<file path="src/rtl/core/lwpb_pkg.sv">
// ----------------------------------------------------------------------------
// lwpb_pkg
// Shared widths, register indexes and types of the luma wipe pixel blender.
// ----------------------------------------------------------------------------
`default_nettype none

package lwpb_pkg;

    localparam int FRAC_BITS_DEFAULT = 16;

    localparam int WEIGHT_W = 16;
    localparam int POS_W    = 18;
    localparam int SOFT_W   = 17;
    localparam int BYTE_W   = 8;

    localparam int CFG_INDEX_W = 2;
    localparam int CFG_DATA_W  = 18;

    localparam logic [CFG_INDEX_W-1:0] REG_FIRST_POS  = 2'd0;
    localparam logic [CFG_INDEX_W-1:0] REG_SECOND_POS = 2'd1;
    localparam logic [CFG_INDEX_W-1:0] REG_SOFTNESS   = 2'd2;

    // Where the position falls against the ramp [weight, weight + softness).
    typedef enum logic [1:0] {
        MIX_ZERO,
        MIX_FULL,
        MIX_RAMP
    } mix_class_t;

    // Data that rides along the pipeline next to the mix computation.
    typedef struct packed {
        mix_class_t          cls;
        logic [BYTE_W-1:0]   in_luma;
        logic [BYTE_W-1:0]   in_chroma;
        logic [BYTE_W-1:0]   out_luma;
        logic [BYTE_W-1:0]   out_chroma;
    } pix_side_t;

endpackage

`default_nettype wire

</file>
<file path="src/rtl/core/lwpb_in_if.sv">
// ----------------------------------------------------------------------------
// lwpb_in_if
// Pixel input channel: luma-map weight, field bit and both frames' bytes.
// ----------------------------------------------------------------------------
`default_nettype none

interface lwpb_in_if;
    logic                            valid;
    logic                            ready;
    logic [lwpb_pkg::WEIGHT_W-1:0]   map_weight;
    logic                            field_select;
    logic [lwpb_pkg::BYTE_W-1:0]     incoming_luma_byte;
    logic [lwpb_pkg::BYTE_W-1:0]     incoming_chroma_byte;
    logic [lwpb_pkg::BYTE_W-1:0]     outgoing_luma_byte;
    logic [lwpb_pkg::BYTE_W-1:0]     outgoing_chroma_byte;

    modport source (
        output valid, map_weight, field_select,
        output incoming_luma_byte, incoming_chroma_byte,
        output outgoing_luma_byte, outgoing_chroma_byte,
        input  ready
    );

    modport sink (
        input  valid, map_weight, field_select,
        input  incoming_luma_byte, incoming_chroma_byte,
        input  outgoing_luma_byte, outgoing_chroma_byte,
        output ready
    );
endinterface

`default_nettype wire

</file>
<file path="src/rtl/core/lwpb_out_if.sv">
// ----------------------------------------------------------------------------
// lwpb_out_if
// Blended pixel output channel: two mixed YUV422 bytes.
// ----------------------------------------------------------------------------
`default_nettype none

interface lwpb_out_if;
    logic                          valid;
    logic                          ready;
    logic [lwpb_pkg::BYTE_W-1:0]   mixed_luma_byte;
    logic [lwpb_pkg::BYTE_W-1:0]   mixed_chroma_byte;

    modport source (
        output valid, mixed_luma_byte, mixed_chroma_byte,
        input  ready
    );

    modport sink (
        input  valid, mixed_luma_byte, mixed_chroma_byte,
        output ready
    );
endinterface

`default_nettype wire

</file>
<file path="src/rtl/core/lwpb_div_step.sv">
// ----------------------------------------------------------------------------
// lwpb_div_step
// One registered restoring-division step: one quotient bit per stage.
// ----------------------------------------------------------------------------
`default_nettype none

module lwpb_div_step #(
    parameter int FRAC_BITS = lwpb_pkg::FRAC_BITS_DEFAULT
) (
    input  wire logic                          clk,
    input  wire logic                          en,
    input  wire logic [lwpb_pkg::SOFT_W-1:0]   divisor,
    input  wire logic [lwpb_pkg::SOFT_W-1:0]   rem_in,
    input  wire logic [FRAC_BITS-1:0]          quo_in,
    input  wire lwpb_pkg::pix_side_t           side_in,
    output logic      [lwpb_pkg::SOFT_W-1:0]   rem_out,
    output logic      [FRAC_BITS-1:0]          quo_out,
    output lwpb_pkg::pix_side_t                side_out
);
    import lwpb_pkg::*;

    // remainder stays below the divisor, so the doubled value fits one more bit
    logic [SOFT_W:0]   rem_dbl;
    logic              take;
    logic [SOFT_W:0]   rem_sub;
    logic [SOFT_W-1:0] rem_next;
    logic [FRAC_BITS-1:0] quo_next;

    assign rem_dbl  = {rem_in, 1'b0};
    assign take     = (rem_dbl >= {1'b0, divisor});
    assign rem_sub  = rem_dbl - {1'b0, divisor};
    assign rem_next = take ? rem_sub[SOFT_W-1:0] : rem_dbl[SOFT_W-1:0];
    assign quo_next = {quo_in[FRAC_BITS-2:0], take};

    always_ff @(posedge clk)
    begin
        if (en)
        begin
            rem_out  <= rem_next;
            quo_out  <= quo_next;
            side_out <= side_in;
        end
    end
endmodule

`default_nettype wire

</file>
<file path="src/rtl/core/lwpb_smoothstep.sv">
// ----------------------------------------------------------------------------
// lwpb_smoothstep
// Two-stage t*t*(3-2t) polynomial and selection of the final mix factor.
// ----------------------------------------------------------------------------
`default_nettype none

module lwpb_smoothstep #(
    parameter int FRAC_BITS = lwpb_pkg::FRAC_BITS_DEFAULT
) (
    input  wire logic                   clk,
    input  wire logic                   en,
    input  wire logic [FRAC_BITS-1:0]   t,
    input  wire lwpb_pkg::pix_side_t    side_in,
    output logic      [FRAC_BITS:0]     mix,
    output lwpb_pkg::pix_side_t         side_out
);
    import lwpb_pkg::*;

    localparam logic [FRAC_BITS+1:0] THREE_ONE = (FRAC_BITS+2)'(3) << FRAC_BITS;
    localparam logic [FRAC_BITS:0]   MIX_ONE   = (FRAC_BITS+1)'(1) << FRAC_BITS;

    logic [2*FRAC_BITS-1:0] t_sq;
    logic [FRAC_BITS-1:0]   sq_reg;
    logic [FRAC_BITS+1:0]   slope_reg;
    pix_side_t              side_reg;
    logic [2*FRAC_BITS+1:0] poly;
    logic [FRAC_BITS:0]     mix_next;

    assign t_sq = t * t;

    always_ff @(posedge clk)
    begin
        if (en)
        begin
            sq_reg    <= t_sq[2*FRAC_BITS-1:FRAC_BITS];
            slope_reg <= THREE_ONE - {1'b0, t, 1'b0};
            side_reg  <= side_in;
        end
    end

    assign poly = sq_reg * slope_reg;

    always_comb
    begin
        unique case (side_reg.cls)
            MIX_ZERO: mix_next = '0;
            MIX_FULL: mix_next = MIX_ONE;
            default:  mix_next = poly[2*FRAC_BITS:FRAC_BITS];
        endcase
    end

    always_ff @(posedge clk)
    begin
        if (en)
        begin
            mix      <= mix_next;
            side_out <= side_reg;
        end
    end
endmodule

`default_nettype wire

</file>
<file path="src/rtl/core/lwpb_lane.sv">
// ----------------------------------------------------------------------------
// lwpb_lane
// One byte lane: out + ((in - out) * mix) >> FRAC_BITS, two stages.
// ----------------------------------------------------------------------------
`default_nettype none

module lwpb_lane #(
    parameter int FRAC_BITS = lwpb_pkg::FRAC_BITS_DEFAULT
) (
    input  wire logic                          clk,
    input  wire logic                          en,
    input  wire logic [FRAC_BITS:0]            mix,
    input  wire logic [lwpb_pkg::BYTE_W-1:0]   in_byte,
    input  wire logic [lwpb_pkg::BYTE_W-1:0]   out_byte,
    output logic      [lwpb_pkg::BYTE_W-1:0]   result
);
    import lwpb_pkg::*;

    localparam int PROD_W = FRAC_BITS + BYTE_W + 3;

    logic signed [BYTE_W:0]      delta;
    logic signed [FRAC_BITS+1:0] mix_s;
    logic signed [PROD_W-1:0]    prod;
    logic signed [PROD_W-1:0]    prod_reg;
    logic        [BYTE_W-1:0]    base_reg;

    assign delta = $signed({1'b0, in_byte}) - $signed({1'b0, out_byte});
    assign mix_s = $signed({1'b0, mix});
    assign prod  = delta * mix_s;

    always_ff @(posedge clk)
    begin
        if (en)
        begin
            prod_reg <= prod;
            base_reg <= out_byte;
        end
    end

    // floor shift of the signed term; the sum always lands in 0..255
    always_ff @(posedge clk)
    begin
        if (en)
        begin
            result <= base_reg + prod_reg[FRAC_BITS+BYTE_W-1:FRAC_BITS];
        end
    end
endmodule

`default_nettype wire

</file>
<file path="src/rtl/core/luma_wipe_pixel_blend.sv">
// ----------------------------------------------------------------------------
// luma_wipe_pixel_blend
// Luma-map wipe blender: smoothstep mix factor per pixel, two byte lanes.
// ----------------------------------------------------------------------------
//
//  channel    dir  handshake          payload
//  --------   ---  -----------------  ----------------------------------------
//  pixel      in   valid / ready      map_weight, field_select, 4 frame bytes
//  blended    out  valid / ready      mixed_luma_byte, mixed_chroma_byte
//  cfg        in   cfg_wr_en only     cfg_index, cfg_data (no read-back)
//
//  One pixel per clock sustained while the output does not stall; the pipeline
//  is the classify stage, the restoring divider (one quotient bit per stage),
//  the two multiplier stages of the polynomial and the two stages of each lane.
//  Reset clears the config registers, the stage valid bits and the skid flag.
//  A stall on the output parks the last result in a skid register; ready then
//  drops for the cycles the skid is full, and the pipeline freezes in place.
//
`default_nettype none

module luma_wipe_pixel_blend #(
    parameter int FRAC_BITS = lwpb_pkg::FRAC_BITS_DEFAULT
) (
    input  wire logic                               clk,
    input  wire logic                               rst_n,
    input  wire logic                               cfg_wr_en,
    input  wire logic [lwpb_pkg::CFG_INDEX_W-1:0]   cfg_index,
    input  wire logic [lwpb_pkg::CFG_DATA_W-1:0]    cfg_data,
    lwpb_in_if.sink                                 pixel,
    lwpb_out_if.source                              blended
);
    import lwpb_pkg::*;

    // front stage, FRAC_BITS divider steps, 2 polynomial, 2 lane stages
    localparam int STAGES = FRAC_BITS + 5;

    // ---------------- configuration registers ----------------
    logic [POS_W-1:0]  first_pos_reg;
    logic [POS_W-1:0]  second_pos_reg;
    logic [SOFT_W-1:0] soft_reg;

    always_ff @(posedge clk or negedge rst_n)
    begin
        if (!rst_n)
        begin
            first_pos_reg  <= '0;
            second_pos_reg <= '0;
            soft_reg       <= '0;
        end
        else if (cfg_wr_en)
        begin
            unique case (cfg_index)
                REG_FIRST_POS:  first_pos_reg  <= cfg_data[POS_W-1:0];
                REG_SECOND_POS: second_pos_reg <= cfg_data[POS_W-1:0];
                REG_SOFTNESS:   soft_reg       <= cfg_data[SOFT_W-1:0];
                default:        ;
            endcase
        end
    end

    // ---------------- flow control ----------------
    // The whole pipeline moves together unless the skid register is holding
    // a result; bubbles simply travel with valid low.
    logic              pipe_en;
    logic [STAGES-1:0] valid_reg;
    logic              skid_full_reg;
    logic              skid_full_next;
    logic [BYTE_W-1:0] skid_luma_reg;
    logic [BYTE_W-1:0] skid_chroma_reg;

    assign pipe_en     = !skid_full_reg;
    assign pixel.ready = !skid_full_reg;

    always_ff @(posedge clk or negedge rst_n)
    begin
        if (!rst_n)
        begin
            valid_reg <= '0;
        end
        else if (pipe_en)
        begin
            valid_reg <= {valid_reg[STAGES-2:0], pixel.valid};
        end
    end

    // ---------------- front stage: classify against the ramp ----------------
    logic [POS_W-1:0]  pos;
    logic [POS_W-1:0]  weight_ext;
    logic [POS_W-1:0]  ramp_end;
    logic [POS_W-1:0]  offset;
    mix_class_t        cls_next;
    pix_side_t         side_next;
    logic [SOFT_W-1:0] front_rem_reg;
    pix_side_t         front_side_reg;

    assign pos        = pixel.field_select ? second_pos_reg : first_pos_reg;
    assign weight_ext = {{(POS_W-WEIGHT_W){1'b0}}, pixel.map_weight};
    // weight + softness cannot wrap in POS_W bits
    assign ramp_end   = weight_ext + {{(POS_W-SOFT_W){1'b0}}, soft_reg};
    assign offset     = pos - weight_ext;

    // zero softness makes the ramp empty: hard step at the weight
    always_comb
    begin
        priority if (pos < weight_ext)
            cls_next = MIX_ZERO;
        else if (pos >= ramp_end)
            cls_next = MIX_FULL;
        else
            cls_next = MIX_RAMP;
    end

    always_comb
    begin
        side_next.cls        = cls_next;
        side_next.in_luma    = pixel.incoming_luma_byte;
        side_next.in_chroma  = pixel.incoming_chroma_byte;
        side_next.out_luma   = pixel.outgoing_luma_byte;
        side_next.out_chroma = pixel.outgoing_chroma_byte;
    end

    // inside the ramp the offset is below softness, so SOFT_W bits hold it
    always_ff @(posedge clk)
    begin
        if (pipe_en)
        begin
            front_rem_reg  <= offset[SOFT_W-1:0];
            front_side_reg <= side_next;
        end
    end

    // ---------------- divider: t = (offset << FRAC_BITS) / softness ----------------
    logic [SOFT_W-1:0]    div_rem  [0:FRAC_BITS];
    logic [FRAC_BITS-1:0] div_quo  [0:FRAC_BITS];
    pix_side_t            div_side [0:FRAC_BITS];

    assign div_rem[0]  = front_rem_reg;
    assign div_quo[0]  = '0;
    assign div_side[0] = front_side_reg;

    for (genvar k = 0; k < FRAC_BITS; k++)
    begin : g_div
        lwpb_div_step #(
            .FRAC_BITS (FRAC_BITS)
        ) u_step (
            .clk      (clk),
            .en       (pipe_en),
            .divisor  (soft_reg),
            .rem_in   (div_rem[k]),
            .quo_in   (div_quo[k]),
            .side_in  (div_side[k]),
            .rem_out  (div_rem[k+1]),
            .quo_out  (div_quo[k+1]),
            .side_out (div_side[k+1])
        );
    end

    // ---------------- smoothstep ----------------
    logic [FRAC_BITS:0] mix;
    pix_side_t          mix_side;

    lwpb_smoothstep #(
        .FRAC_BITS (FRAC_BITS)
    ) u_smoothstep (
        .clk      (clk),
        .en       (pipe_en),
        .t        (div_quo[FRAC_BITS]),
        .side_in  (div_side[FRAC_BITS]),
        .mix      (mix),
        .side_out (mix_side)
    );

    // ---------------- byte lanes ----------------
    logic [BYTE_W-1:0] lane_luma;
    logic [BYTE_W-1:0] lane_chroma;

    lwpb_lane #(
        .FRAC_BITS (FRAC_BITS)
    ) u_lane_luma (
        .clk      (clk),
        .en       (pipe_en),
        .mix      (mix),
        .in_byte  (mix_side.in_luma),
        .out_byte (mix_side.out_luma),
        .result   (lane_luma)
    );

    lwpb_lane #(
        .FRAC_BITS (FRAC_BITS)
    ) u_lane_chroma (
        .clk      (clk),
        .en       (pipe_en),
        .mix      (mix),
        .in_byte  (mix_side.in_chroma),
        .out_byte (mix_side.out_chroma),
        .result   (lane_chroma)
    );

    // ---------------- merge and output skid ----------------
    // Skid fills when the last stage holds a result the sink does not take;
    // it drains on the next transfer, then the frozen last stage shows.
    assign skid_full_next = (skid_full_reg || valid_reg[STAGES-1]) && !blended.ready;

    always_ff @(posedge clk or negedge rst_n)
    begin
        if (!rst_n)
        begin
            skid_full_reg <= 1'b0;
        end
        else
        begin
            skid_full_reg <= skid_full_next;
        end
    end

    always_ff @(posedge clk)
    begin
        if (!skid_full_reg)
        begin
            skid_luma_reg   <= lane_luma;
            skid_chroma_reg <= lane_chroma;
        end
    end

    assign blended.valid             = skid_full_reg || valid_reg[STAGES-1];
    assign blended.mixed_luma_byte   = skid_full_reg ? skid_luma_reg   : lane_luma;
    assign blended.mixed_chroma_byte = skid_full_reg ? skid_chroma_reg : lane_chroma;

endmodule

`default_nettype wire
</file>
<file path="src/flat_wrapper.sv">
// flat-port wrapper written by rule: the top's interface ports become plain ports
module luma_wipe_pixel_blend_flat import lwpb_pkg::*;
#(
    parameter int FRAC_BITS = lwpb_pkg::FRAC_BITS_DEFAULT
)
  (clk, rst_n, cfg_wr_en, cfg_index, cfg_data, pixel_valid, pixel_map_weight, pixel_field_select, pixel_incoming_luma_byte, pixel_incoming_chroma_byte, pixel_outgoing_luma_byte, pixel_outgoing_chroma_byte, pixel_ready, blended_valid, blended_mixed_luma_byte, blended_mixed_chroma_byte, blended_ready);
  lwpb_in_if pixel_i ();
  lwpb_out_if blended_i ();
  input  wire logic clk;
  input  wire logic rst_n;
  input  wire logic cfg_wr_en;
  input  wire logic [lwpb_pkg::CFG_INDEX_W-1:0] cfg_index;
  input  wire logic [lwpb_pkg::CFG_DATA_W-1:0] cfg_data;
  input wire logic [$bits(pixel_i.valid)-1:0] pixel_valid;
  input wire logic [$bits(pixel_i.map_weight)-1:0] pixel_map_weight;
  input wire logic [$bits(pixel_i.field_select)-1:0] pixel_field_select;
  input wire logic [$bits(pixel_i.incoming_luma_byte)-1:0] pixel_incoming_luma_byte;
  input wire logic [$bits(pixel_i.incoming_chroma_byte)-1:0] pixel_incoming_chroma_byte;
  input wire logic [$bits(pixel_i.outgoing_luma_byte)-1:0] pixel_outgoing_luma_byte;
  input wire logic [$bits(pixel_i.outgoing_chroma_byte)-1:0] pixel_outgoing_chroma_byte;
  output wire logic [$bits(pixel_i.ready)-1:0] pixel_ready;
  output wire logic [$bits(blended_i.valid)-1:0] blended_valid;
  output wire logic [$bits(blended_i.mixed_luma_byte)-1:0] blended_mixed_luma_byte;
  output wire logic [$bits(blended_i.mixed_chroma_byte)-1:0] blended_mixed_chroma_byte;
  input wire logic [$bits(blended_i.ready)-1:0] blended_ready;
  assign pixel_i.valid = pixel_valid;
  assign pixel_i.map_weight = pixel_map_weight;
  assign pixel_i.field_select = pixel_field_select;
  assign pixel_i.incoming_luma_byte = pixel_incoming_luma_byte;
  assign pixel_i.incoming_chroma_byte = pixel_incoming_chroma_byte;
  assign pixel_i.outgoing_luma_byte = pixel_outgoing_luma_byte;
  assign pixel_i.outgoing_chroma_byte = pixel_outgoing_chroma_byte;
  assign pixel_ready = pixel_i.ready;
  assign blended_valid = blended_i.valid;
  assign blended_mixed_luma_byte = blended_i.mixed_luma_byte;
  assign blended_mixed_chroma_byte = blended_i.mixed_chroma_byte;
  assign blended_i.ready = blended_ready;
  luma_wipe_pixel_blend #(.FRAC_BITS(FRAC_BITS)) u_core (.clk(clk), .rst_n(rst_n), .cfg_wr_en(cfg_wr_en), .cfg_index(cfg_index), .cfg_data(cfg_data), .pixel(pixel_i), .blended(blended_i));
endmodule
</file>
<file path="config.mk">
export PLATFORM = sky130hd
export DESIGN_NAME = luma_wipe_pixel_blend_flat
export DESIGN_NICKNAME = d
export VERILOG_FILES = /design/src/rtl/core/lwpb_pkg.sv /design/src/rtl/core/lwpb_in_if.sv /design/src/rtl/core/lwpb_out_if.sv /design/src/rtl/core/lwpb_div_step.sv /design/src/rtl/core/lwpb_smoothstep.sv /design/src/rtl/core/lwpb_lane.sv /design/src/rtl/core/luma_wipe_pixel_blend.sv /design/src/flat_wrapper.sv
export SDC_FILE = /design/constraint.sdc
export NUM_CORES = 2
export LEC_CHECK = 0
export BUFFER_PORTS_ARGS = -buffer_cell sky130_fd_sc_hd__buf_2
export CAP_MARGIN = 10
export CORE_UTILIZATION = 59
export DETAILED_ROUTE_END_ITERATION = 8
export PLACE_DENSITY_LB_ADDON = 0.05
export SYNTH_ARGS = -nofsm -noshare
export SYNTH_HDL_FRONTEND = slang
export SYNTH_SLANG_ARGS = --single-unit
</file>
<file path="constraint.sdc">
create_clock -name clk -period 58.2 [get_ports clk]
set_input_delay 17.46 -clock clk [delete_from_list [all_inputs] [get_ports clk]]
set_output_delay 17.46 -clock clk [all_outputs]
set_load 0.05 [all_outputs]
</file>
==> flow_summary.yaml <==
synthesis:
  syn_nets: 7632
  synth_edf_count: 1150
  synth_fa_ha_area_frac: 0.2556
  synth-async-reset-ratio: 0.06044
  syn-instance-count: 6302
  synth_seq_area_share: 0.4640
  synth_top_flop_cell: "edfxtp_1"
  synth_top_family_by_area: "adder cells"
  syn_area_um2: 79160
  synth_cell_types: 86
  yosysWarnings: 0
  yosys.area_share.simple: 0.09329
  synth_compound_area_frac: 0.06699
  synth-xor-area-share: 0.03474
  ys_ff_latch: 1241
  synth.avg_cell_area_um2: 12.56
  synth_mux_area_frac: 0.04162
clock_network:
  cts_root_buffer: "clkbuf_16"
  clkSinkCount: 1241
  cts_tree: "done"
  cts_setup_buffers: 0
  path_clk_slew_ns: 0.07
  clk_latency_ns: 0.77
  cts_max_level: 4
  cts_buffer_depth: 3
  cts_inserted_buffers: 131
  cts_resized: 0
  cts_hold_buf: 0
critical_path:
  timing.rr.start: "u_core.u_smoothstep.side_out[8]$_DFFE_PN_"
  crit_required_ns: 58.71
  crit_path_end_kind: "register"
  setup.worst_path.start_class: "input port"
  rr_endpoint: "u_core.u_lane_luma.prod_reg[23]$_DFFE_PN_"
  crit_type: "input port to register"
  worstPathArrival_ns: 21.17
  reg2reg_slack_ns: 50.52
  crit_fanout: 3
  critPathLaunch: "pixel_map_weight[0]"
  reg2reg_depth: 27
min_path:
  hp-class: "register to register"
  hold_depth: 0
  worstHoldStart: "u_core.g_div[13].u_step.quo_out[3]$_DFFE_PN_"
  min_to: "u_core.g_div[14].u_step.quo_out[4]$_DFFE_PN_"
global_route:
  grt_pass1_wl_mm: 247.5
  grt_pass1_vias: 47868
  grt_overflow: 0
  grt.total_usage: 0.2287
  grt_max_degree: 214
  antenna_found_initial: 4
detailed_routing:
  wl_met3_mm: 5.770
  wirelength_mm: 148.8
  drc_errors: 0
  met1_length_mm: 67.70
  wl_per_cell_um: 17.89
  dr.pass1.iters: 5
  postRouteAntennaNets: 0
  vias: 45811
  top_layer: "met5"
  drt-vias-per-instance: 5.511
  dr.first_iter.drc_count: 2669
  wl_met2_mm: 72.13
sta:
  worst_pin_slew_ns: 1.178
  timing.fmax_ghz: 0.04840
  clock_skew_ns: 0.03753
  holdWs_ns: 0.4031
  setup_viol: 0
  tns_ns: 0
  rsz0062_at_grt: "false"
  fin_crit_sh: 0.3550
  fin_crit_ns: 20.66
  final_max_slew_viol_count: 0
  slew_headroom: 0.2148
  hold_viol: 0
finish:
  drive_gt1_frac: 0.1040
  n_antenna_cell: 0
  stdcell_count: 8313
  largest_registers: "u_core.g_div.u_step.side_out x544, u_core.g_div.u_step.rem_out x255, u_core.g_div.u_step.quo_out x136"
  regMostFlops: "u_core.g_div.u_step.side_out"
  largest_reg_flops: 544
  final_util: 0.6460
  final_nets: 7769
  fillers: 10226
  syn2layout_area_growth_pct: 8.774
placed_design:
  dp_cells: 8074
  routabilityCongestion: 0.8355
  port_buffers: 91
  dp_hpwl_mm: 104.2
die:
  dieArea_um2: 135600
  std_cell_rows: 134
  start_util: 0.5939
  die_h_um: 368.3
  die_w_um: 368.3
  core_area_um2: 133300
  io_pins: 92
flow_run:
  drv_cap: 0
outcome:
  status: "finished, final reports clean"
[per-stage QoR]
| step | instance area, um2 | worst slack [ns] |
|---|---|---|
| 2_1_floorplan | 79160 | 17.55 |
| 3_3_place_gp | 81740 | 36.72 |
| 3_5_place_dp | 81740 | 36.75 |
| 4_1_cts | 86110 | 37.56 |
| 5_1_grt | 86110 | 37.30 |
| 6_report | 86110 | 37.54 |
[layout by cell type (no fill, tap or decap), drive strengths merged, types with 75 or more instances in the layout]
| master | n |
|---|---|
| nand2b | 94 |
| nor2 | 266 |
| ha | 654 |
| mux2 | 271 |
| edfxtp | 1150 |
| inv | 767 |
| xor2 | 83 |
| o21ai | 151 |
| nand2 | 444 |
| a21oi | 257 |
| dfrtp | 75 |
| and2 | 334 |
| xnor2 | 231 |
| a21o | 81 |
| clkbuf | 161 |
| fa | 602 |
| buf | 145 |
[synth_stat cells, drive strengths merged, types with 5 or more instances]
library cell / count / area [um2]
a21oi: 257 / 1294
xor2: 83 / 727.0
buf: 20 / 126.4
and2: 334 / 2090
and3: 21 / 131.4
o211a: 7 / 70.07
nor3: 70 / 350.3
nand3b: 8 / 60.06
edfxtp: 1150 / 34530
nand3: 58 / 290.3
a2111oi: 5 / 62.56
o41ai: 14 / 156.4
mux2i: 22 / 220.2
nor2: 266 / 998.5
o2111ai: 8 / 70.07
a31oi: 26 / 190.2
nor2b: 68 / 435.4
nor4: 9 / 62.56
a211o: 12 / 105.1
a41oi: 5 / 43.79
a31o: 6 / 52.55
inv: 766 / 2875
dfrtp: 75 / 1877
a21boi: 20 / 150.1
o21ai: 151 / 767.0
fa: 602 / 12050
ha: 654 / 8183
o31a: 8 / 70.07
o31ai: 33 / 247.7
nand2b: 94 / 588.1
a211oi: 36 / 282.8
nand2: 444 / 1672
mux2: 271 / 3074
nor3b: 10 / 95.09
a21o: 81 / 608.1
o211ai: 17 / 127.6
nand4: 39 / 244.0
clkbuf: 121 / 454.2
dfxtp: 16 / 320.3
or3: 15 / 93.84
o21bai: 33 / 247.7
or2: 30 / 187.7
xnor2: 231 / 2023
o21a: 60 / 450.4
[layout make-up]
class,instances,area (um2),area share
multi-input cells,4152,39010,0.4530
clock buffers,161,3463,0.04022
clock inverters,78,899.6,0.01045
repair buffers,145,900.9,0.01046
well taps,1768,2212,0.02569
inverters,768,2890,0.03357
flip-flops and latches,1241,36730,0.4266
[worst max-delay path by stage]
stage,slack (ns),cells past startpoint,end
global route,37.30,20,u_core.div_side[576]$_SDFFCE_PN0N_
floorplan,17.55,3,pixel_ready
finish,37.54,17,u_core.div_side[576]$_SDFFCE_PN0N_
detailed placement,36.75,19,u_core.div_side[576]$_SDFFCE_PN0N_
global placement,36.72,19,u_core.div_side[576]$_SDFFCE_PN0N_
CTS,37.56,17,u_core.div_side[576]$_SDFFCE_PN0N_
[routing by layer]
layer	track usage	vias up
met1	0.3110	22749
met5	0	-
met4	0.06503	4
met2	0.3861	824
met3	0.02993	213
li1	-	22021
[worst max-delay path, cell delays in order]
cell	delay, ns
buf_2	0.11
ha_1	0.22
fa_1	0.41
a21o_1	0.17
a21oi_1	0.22
nor2b_1	0.07
o21ai_0	0.33
a311oi_1	0.21
o31ai_1	0.36
nand2b_1	0.11
xnor2_1	0.15
ha_1	0.32
a21o_1	0.16
a2111oi_0	0.47
o21ai_0	0.25
nand2_1	0.12
nor2_1	0.05
[cells by family after synthesis]
logic type      count (synthesis)
mux                           293
compound gates                813
simple gates                 1476
xor+xnor                      314
flops                        1241
buf+inv                       909
fa+ha+maj                    1256
Power is not shown: default switching activity piles up to over one toggle a cycle in this logic, so the estimate is an artifact.
